===== src/rtl/core/fsd_pkg.sv =====
`default_nettype none

package fsd_pkg;

  // Frame geometry limits.
  localparam int MAX_WIDTH  = 512;
  localparam int MAX_HEIGHT = 1024;
  localparam int COL_W      = $clog2(MAX_WIDTH);
  localparam int ROW_W      = $clog2(MAX_HEIGHT);

  // The line store is split into even and odd columns so that the two
  // next-row entries finished at the end of a row go out in the same cycle.
  localparam int NUM_BANKS  = 2;
  localparam int BANK_DEPTH = MAX_WIDTH / NUM_BANKS;
  localparam int BANK_AW    = $clog2(BANK_DEPTH);

  // Configuration register widths and reset values.
  localparam int CFG_WIDTH_W  = 10;
  localparam int CFG_HEIGHT_W = 11;
  localparam int CFG_THRESH_W = 8;
  localparam int CFG_DATA_W   = 11;
  localparam int CFG_IDX_W    = 2;

  localparam logic [CFG_WIDTH_W-1:0]  WIDTH_RESET  = CFG_WIDTH_W'(400);
  localparam logic [CFG_HEIGHT_W-1:0] HEIGHT_RESET = CFG_HEIGHT_W'(300);
  localparam logic [CFG_THRESH_W-1:0] THRESH_RESET = CFG_THRESH_W'(127);

  typedef enum logic [CFG_IDX_W-1:0] {
    CFG_IMAGE_WIDTH  = 2'd0,
    CFG_IMAGE_HEIGHT = 2'd1,
    CFG_THRESHOLD    = 2'd2
  } cfg_idx_e;

  // Data path widths.
  localparam int PIXEL_W = 16;
  localparam int LUM_W   = 16;
  localparam int ERR_W   = 20;
  localparam int BYTE_W  = 8;

  // Luminance weights in 1/256 units; full-scale white gives 65274, FULL_SCALE is 65280.
  localparam int COEF_R     = 630;
  localparam int COEF_G     = 608;
  localparam int COEF_B     = 240;
  localparam int FULL_SCALE = 65280;

  localparam logic signed [ERR_W+1:0] ERR_MAX_X = (ERR_W+2)'((1 << (ERR_W-1)) - 1);
  localparam logic signed [ERR_W+1:0] ERR_MIN_X = -(ERR_W+2)'(1 << (ERR_W-1));

  typedef logic signed [ERR_W-1:0] err_t;

  // One pixel held between the front register and the diffusion stage.
  typedef struct packed {
    logic [LUM_W-1:0] lum;
    logic [COL_W-1:0] col;
    logic             row_zero;
    logic             last_col;
    logic             last_row;
    logic             emit;
  } stage_t;

  typedef struct packed {
    logic               we;
    logic [BANK_AW-1:0] addr;
    err_t               data;
  } bank_wr_t;

  typedef struct packed {
    logic [BYTE_W-1:0] packed_byte;
    logic              row_end;
    logic              frame_end;
  } result_t;

  // Clamp a widened sum into the stored error range.
  function automatic err_t sat_err(input logic signed [ERR_W+1:0] v);
    err_t r;
    if (v > ERR_MAX_X) begin
      r = ERR_MAX_X[ERR_W-1:0];
    end else if (v < ERR_MIN_X) begin
      r = ERR_MIN_X[ERR_W-1:0];
    end else begin
      r = v[ERR_W-1:0];
    end
    return r;
  endfunction

endpackage

`default_nettype wire


===== src/rtl/core/fsd_diffuse.sv =====
`default_nettype none

module fsd_diffuse
  import fsd_pkg::*;
(
  input  wire logic                    clk_i,
  input  wire logic                    rst_ni,
  input  wire logic                    advance_i,
  input  wire stage_t                  stage_i,
  input  wire logic [CFG_THRESH_W-1:0] threshold_i,
  input  wire err_t                    rd_data_i [NUM_BANKS],
  output      bank_wr_t                wr_o [NUM_BANKS],
  output      result_t                 result_o
);

  err_t right_q, right_d;
  err_t pend_q, pend_d;
  err_t diag_q, diag_d;
  logic [BYTE_W-1:0] bits_q, bits_d;

  err_t                    cur;
  logic signed [ERR_W+1:0] sum;
  err_t                    val;
  logic signed [ERR_W+1:0] level;
  logic                    set;
  logic signed [ERR_W:0]   e;
  logic signed [ERR_W+3:0] ex, m7, m5, m3;
  err_t                    s7, s5, s3, s1;
  err_t                    left_val, tail_val, tail_next;
  logic [COL_W-1:0]        left_col;
  logic                    left_en;
  logic [BYTE_W-1:0]       bits_set;

  localparam logic signed [ERR_W:0] E_FULL = (ERR_W+1)'(FULL_SCALE);

  always_comb begin
    cur   = stage_i.row_zero ? '0 : rd_data_i[stage_i.col[0]];
    sum   = $signed((ERR_W+2)'(stage_i.lum)) + (ERR_W+2)'(right_q) + (ERR_W+2)'(cur);
    val   = sat_err(sum);
    level = $signed((ERR_W+2)'({threshold_i, 8'b0}));
    set   = (ERR_W+2)'(val) > level;
    e     = (ERR_W+1)'(val) - (set ? E_FULL : '0);

    // Shares of the error: small constant products, then floor by 16.
    ex = (ERR_W+4)'(e);
    m7 = (ex <<< 3) - ex;
    m5 = (ex <<< 2) + ex;
    m3 = (ex <<< 1) + ex;
    s7 = ERR_W'(m7 >>> 4);
    s5 = ERR_W'(m5 >>> 4);
    s3 = ERR_W'(m3 >>> 4);
    s1 = ERR_W'(ex >>> 4);

    left_val  = sat_err((ERR_W+2)'(pend_q) + (ERR_W+2)'(s3));
    tail_val  = sat_err((ERR_W+2)'(diag_q) + (ERR_W+2)'(s5));
    left_col  = stage_i.col - COL_W'(1);
    left_en   = (stage_i.col != '0);
    tail_next = stage_i.last_col ? '0 : tail_val;

    bits_set = bits_q | (set ? (BYTE_W'(8'h80) >> stage_i.col[2:0]) : '0);
  end

  // The finished entry left of the pixel and, at the end of a row, the entry
  // under the pixel itself; their columns differ in parity.
  always_comb begin
    for (int b = 0; b < NUM_BANKS; b++) begin
      wr_o[b].we   = 1'b0;
      wr_o[b].addr = left_col[COL_W-1:1];
      wr_o[b].data = left_val;
      if (stage_i.last_col && (stage_i.col[0] == 1'(b))) begin
        wr_o[b].we   = advance_i;
        wr_o[b].addr = stage_i.col[COL_W-1:1];
        wr_o[b].data = tail_val;
      end else if (left_en && (left_col[0] == 1'(b))) begin
        wr_o[b].we = advance_i;
      end
    end
  end

  always_comb begin
    right_d = right_q;
    pend_d  = pend_q;
    diag_d  = diag_q;
    bits_d  = bits_q;
    if (advance_i) begin
      right_d = stage_i.last_col ? '0 : s7;
      pend_d  = tail_next;
      diag_d  = stage_i.last_col ? '0 : s1;
      bits_d  = stage_i.emit ? '0 : bits_set;
    end
  end

  always_ff @(posedge clk_i or negedge rst_ni) begin
    if (!rst_ni) begin
      right_q <= '0;
      pend_q  <= '0;
      diag_q  <= '0;
      bits_q  <= '0;
    end else begin
      right_q <= right_d;
      pend_q  <= pend_d;
      diag_q  <= diag_d;
      bits_q  <= bits_d;
    end
  end

  assign result_o.packed_byte = bits_set;
  assign result_o.row_end     = stage_i.last_col;
  assign result_o.frame_end   = stage_i.last_col && stage_i.last_row;

endmodule

`default_nettype wire


===== config.mk =====
export PLATFORM = sky130hd
export DESIGN_NAME = fsd_diffuse
export DESIGN_NICKNAME = d
export VERILOG_FILES = /design/src/rtl/core/fsd_pkg.sv /design/src/rtl/core/fsd_diffuse.sv
export SDC_FILE = /design/constraint.sdc
export NUM_CORES = 1
export LEC_CHECK = 0
export BUFFER_PORTS_ARGS = -buffer_cell sky130_fd_sc_hd__buf_2
export CAP_MARGIN = 20
export CORE_MARGIN = 5
export CORE_UTILIZATION = 50
export CTS_BUF_LIST = sky130_fd_sc_hd__clkbuf_4 sky130_fd_sc_hd__clkbuf_8 sky130_fd_sc_hd__clkbuf_16
export DETAILED_ROUTE_END_ITERATION = 10
export PLACE_DENSITY = 0.75
export SLEW_MARGIN = 20
export SYNTH_ARGS = -nofsm -noshare
export SYNTH_HDL_FRONTEND = slang
export SYNTH_SLANG_ARGS = --single-unit

===== constraint.sdc =====
create_clock -name clk_i -period 20.3 [get_ports clk_i]
set_input_delay 4.06 -clock clk_i [delete_from_list [all_inputs] [get_ports clk_i]]
set_output_delay 4.06 -clock clk_i [all_outputs]
set_load 0.01 [all_outputs]

Word level (Yosys, flattened, before mapping)
Index checks and enable logic that the tools add are counted.
- bits in registers: 68
- output and inout bits: 68
- $add $sub $neg: 9
- magnitude comparators: 8
- shift-type cells: 1
- multiplexer cells: 22
- bitwise operators: 4
- reduce and logical (&&, ||, !) cells: 6
- operator list (kind ; count):
    20-bit two-way mux ; 13
    28-bit two-way mux ; 2
    21-bit by 20-bit greater-than comparator with 1-bit output, second input constant ; 2
    21-bit by 20-bit < comparator with 1-bit output, second input constant ; 2
    23-bit by 21-bit adder with 24-bit output ; 1
    24-bit by 21-bit subtractor with 24-bit output ; 1
    22-bit by 21-bit adder with 23-bit output ; 1
    21-bit by 20-bit adder with 22-bit output ; 1
    22-bit by 20-bit greater-than comparator with 1-bit output, second input constant ; 1
    22-bit by 20-bit < comparator with 1-bit output, second input constant ; 1
    17-bit by 20-bit adder with 21-bit output ; 1
    20-bit by 19-bit adder with 21-bit output ; 1
    20-bit by 20-bit adder with 21-bit output ; 1
    20-bit by 17-bit subtractor with 21-bit output ; 1
    20-bit by 17-bit greater-than comparator with 1-bit output ; 1
    16-bit two-way mux ; 1
    8-bit two-way mux ; 2
    9-bit nonzero test ; 1
    9-bit by 1-bit subtractor with 9-bit output, second input constant ; 1
    8-bit bitwise OR ; 1
    8-bit by 3-bit >> shifter with 8-bit output, first input constant ; 1
    1-bit logical AND ; 5
    1-bit two-way mux ; 4
    2-bit greater-or-equal comparator, second input constant ; 1
    2 further kinds ; 3

Logic depth before layout (Yosys ltp)
- depth after elaboration: 18
- gate-level depth with buffers: 56
- depth with buffers taken out: 52

Least setup slack after synthesis
Ideal clock, no wire load.
- kind: input port to output port
- start point: input stage_i[4] (netlist name)
- end point: output wr_o[16] (netlist name)
- data arrival time: 15.759 ns
- data required time: 16.240 ns
- slack: 0.481 ns
- cell stages on the path: 54
- cell sequence: clkbuf_1 buf_1 mux2i_1 nor2_1 fa_1 ha_1 fa_1 a21o_1 a221o_1 a211oi_2 o22a_1 clkbuf_1 nand2_1 clkbuf_1 buf_1 a21o_1 ha_1 nor2b_1 [... 18 more ...] a21oi_1 o21ai_0 a22o_1 a211oi_1 nand2b_1 o21a_1 o21bai_1 a21oi_1 xnor2_1 ha_1 nor2b_1 a311o_1 a21o_1 o31a_1 o32ai_1 buf_2 a21oi_1 a22oi_1
- RTL lines (element ; RTL line ; text):
    start: declaration ; fsd_diffuse.sv:9 ; input wire stage_t stage_i,
    end: declaration ; fsd_diffuse.sv:12 ; output bank_wr_t wr_o [NUM_BANKS],

==> results.cfg <==
[run_status]
status = completed

[setup_path]
slowest_stage = fa_1
rr_endpoint = pend_q[1]
crit_path_max_incr_delay_ps = 480
path_depth = 53
worstPathArrival_ps = 15620
worst_setup_path_start_kind = primary input
crit_start = stage_i[4]
crit_end = wr_o[15]
cp.required_ps = 16240
crit_path_max_fanout = 19
cp-end-kind = primary output
r2r_cells = 50
critical_path.most_common_cell = o21a_1
worst-path-buf-inv = 6
r2r-start = right_q[1]
path_delay_family = compound AO/OA/AOI/OAI gates
rrSetupSlack_ps = 8970
crit_type = primary input to primary output

[grt]
grt_antenna_before_repair = 0
grt-busiest-layer = met2
grt_use_total = 0.253
use_met1 = 0.340
grt_max_degree = 66
grt_pass1_vias = 9703
grt_overflow = 0
grt_pass1_wl_um = 49800
use_met3 = 0.0444
grt.met2_usage = 0.421

[sta]
finalHoldViolCount = 0
tns_ps = 0
setup_viol = 0
tightest_slew_ps = 927
fin_crit_ps = 19680
fin_worst_skew_ps = 10.3
worst_slack_ps = 615
max_freq_mhz = 50.8
slew_headroom = 0.382
slew_viol_final = 0
fin_crit_sh = 0.970

[logic_synthesis]
synth_edf_count = 0
synth_seq_cells = 65
ys_seq_area_frac = 0.158
synth_top_cell_by_area = ha_1
synth_top_area_frac = 0.175
async_reset_ff_frac = 1.00
syn-num-nets = 1509
synth_area_leaders = ha_1 18%, dfrtp_1 16%, xnor2_1 6.3%
synthCells = 1265
synthFlopType = dfrtp_1
syn_area_per_cell_um2 = 8.14
synth_warnings = 0
yosysUniqueCellTypes = 82
synth_area_um2 = 10300

[clocking]
clkTransAtPathRegs_ps = 60
insertion_delay_ps = 350
cts_hold_buf = 0
ctsLongestPathBuffers = 2
cts_buffers = 9
htree_num_levels = 3
clock-sinks = 65
cts_tree = done
cts_root_buf = clkbuf_16

[place]
io_buffers = 147
dp.final_hpwl_um = 24300
dp.cells = 1659
gp_congestion = 0.936
place_ws_ps = 107

[route]
drt-total-wl_um = 30900
vias = 10200
drc_errors = 0
ant_nets = 0
via_per_inst = 6.08
drt_iter0_markers = 689
avgRoutedWirePerCell_um = 18.4
dr.pass1.iters = 6

[run]
cap_viol_max_count = 0

[final_layout]
drive_gt1_frac = 0.166
final_core_util = 0.583
fin_nets = 1648
diodes = 0
area_growth_pct = 14.6
finalNonFillerCells = 1679

[die]
start_util = 0.509
pin_count = 148
dieArea_um2 = 23600
die-width_um = 153
core-area_um2 = 20200
rows = 52
die_h_um = 153

[hold_path]
hold_path_class = flip-flop to flip-flop
-- routing by layer --
| layer | wire length, µm | part of all wire |
|---|---|---|
| met3 | 1940 | 0.063 |
| met1 | 13800 | 0.45 |
| met5 | 0 | 0 |
| met4 | 716 | 0.023 |
| met2 | 14400 | 0.47 |
-- cell families (layout without fill, tap and decap cells) --
logic type | after synthesis | in the layout | synth area share
and+or+nand+nor | 317 | 317 | 0.148
adders and majority gates | 168 | 168 | 0.218
DFF | 65 | 65 | 0.158
muxes | 31 | 31 | 0.0306
buffers and inverters | 120 | 264 | 0.0456
AOI/OAI and AO/OA | 446 | 446 | 0.298
xor gates and xnor gates | 118 | 118 | 0.101
-- cell usage after synthesis (6+ instances only) --
cell / count
mux2i_1: 30
nand4_1: 7
and2_1: 12
o2bb2ai_1: 34
ha_1: 144
xnor2_1: 74
o21ai_0: 49
a22o_1: 17
nand2b_1: 12
dfrtp_1: 65
nor2_1: 103
o21bai_1: 13
nand3_1: 22
o211ai_1: 7
nand2_1: 77
a21o_1: 52
o21a_1: 23
nor2b_1: 16
buf_2: 6
fa_1: 20
nor3_1: 17
or3_1: 7
a31oi_1: 14
xor2_1: 43
inv_1: 75
clkbuf_1: 30
and3_1: 18
buf_1: 6
o22ai_1: 19
a21oi_1: 119
a22oi_1: 21
a211oi_1: 14
a211o_1: 7
-- stage by stage --
stage	hold WS, ps	instance area [µm²]
floorplan	458	10300
global placement	477	11300
detailed placement	480	11300
CTS	501	11700
global route	514	11800
finish	501	11800
-- worst min-delay path by stage --
stage	start	end	slack (ps)	cells past startpoint
2_1_floorplan	diag_q[4]	diag_q[4]	460	2
3_3_place_gp	pend_q[19]	pend_q[19]	480	1
3_5_place_dp	pend_q[19]	pend_q[19]	480	1
4_1_cts	pend_q[3]	pend_q[3]	500	1
5_1_grt	pend_q[11]	pend_q[11]	510	1
6_report	pend_q[3]	pend_q[3]	500	1
-- final cells by class --
| type | count | area (µm²) |
|---|---|---|
| tap | 270 | 338 |
| clock buffer | 10 | 233 |
| inverter | 76 | 285 |
| multi-input combinational | 1080 | 8280 |
| sequential | 65 | 1630 |
| timing repair buffer | 172 | 933 |
| clock inverter | 6 | 91.3 |
| fill | 1827 | 8440 |
-- cell usage in the layout (no fill, tap or decap), drive strengths merged, types with 19 or more instances in the layout --
| master | count |
|---|---|
| o2bb2ai | 34 |
| nand3 | 22 |
| fa | 20 |
| a22oi | 22 |
| nor2 | 104 |
| a21oi | 120 |
| a21o | 52 |
| o21a | 23 |
| xnor2 | 75 |
| dfrtp | 65 |
| mux2i | 30 |
| xor2 | 43 |
| buf | 172 |
| o22ai | 19 |
| nand2 | 77 |
| o21ai | 53 |
| ha | 144 |
| inv | 77 |
-- registers in the layout, indices dropped and copies added, names as in the netlist --
register and flops:
right_q 20, bits_q 8, diag_q 17, pend_q 20
-- timing repair --
item	in CTS	in global routing
setup endpoints to repair	0	40
gates resized for setup	0	24
buffers inserted	0	4
Power is left out: the tool's default activity adds up to more than one toggle a clock period on the data nets, which glitch-free logic cannot reach.
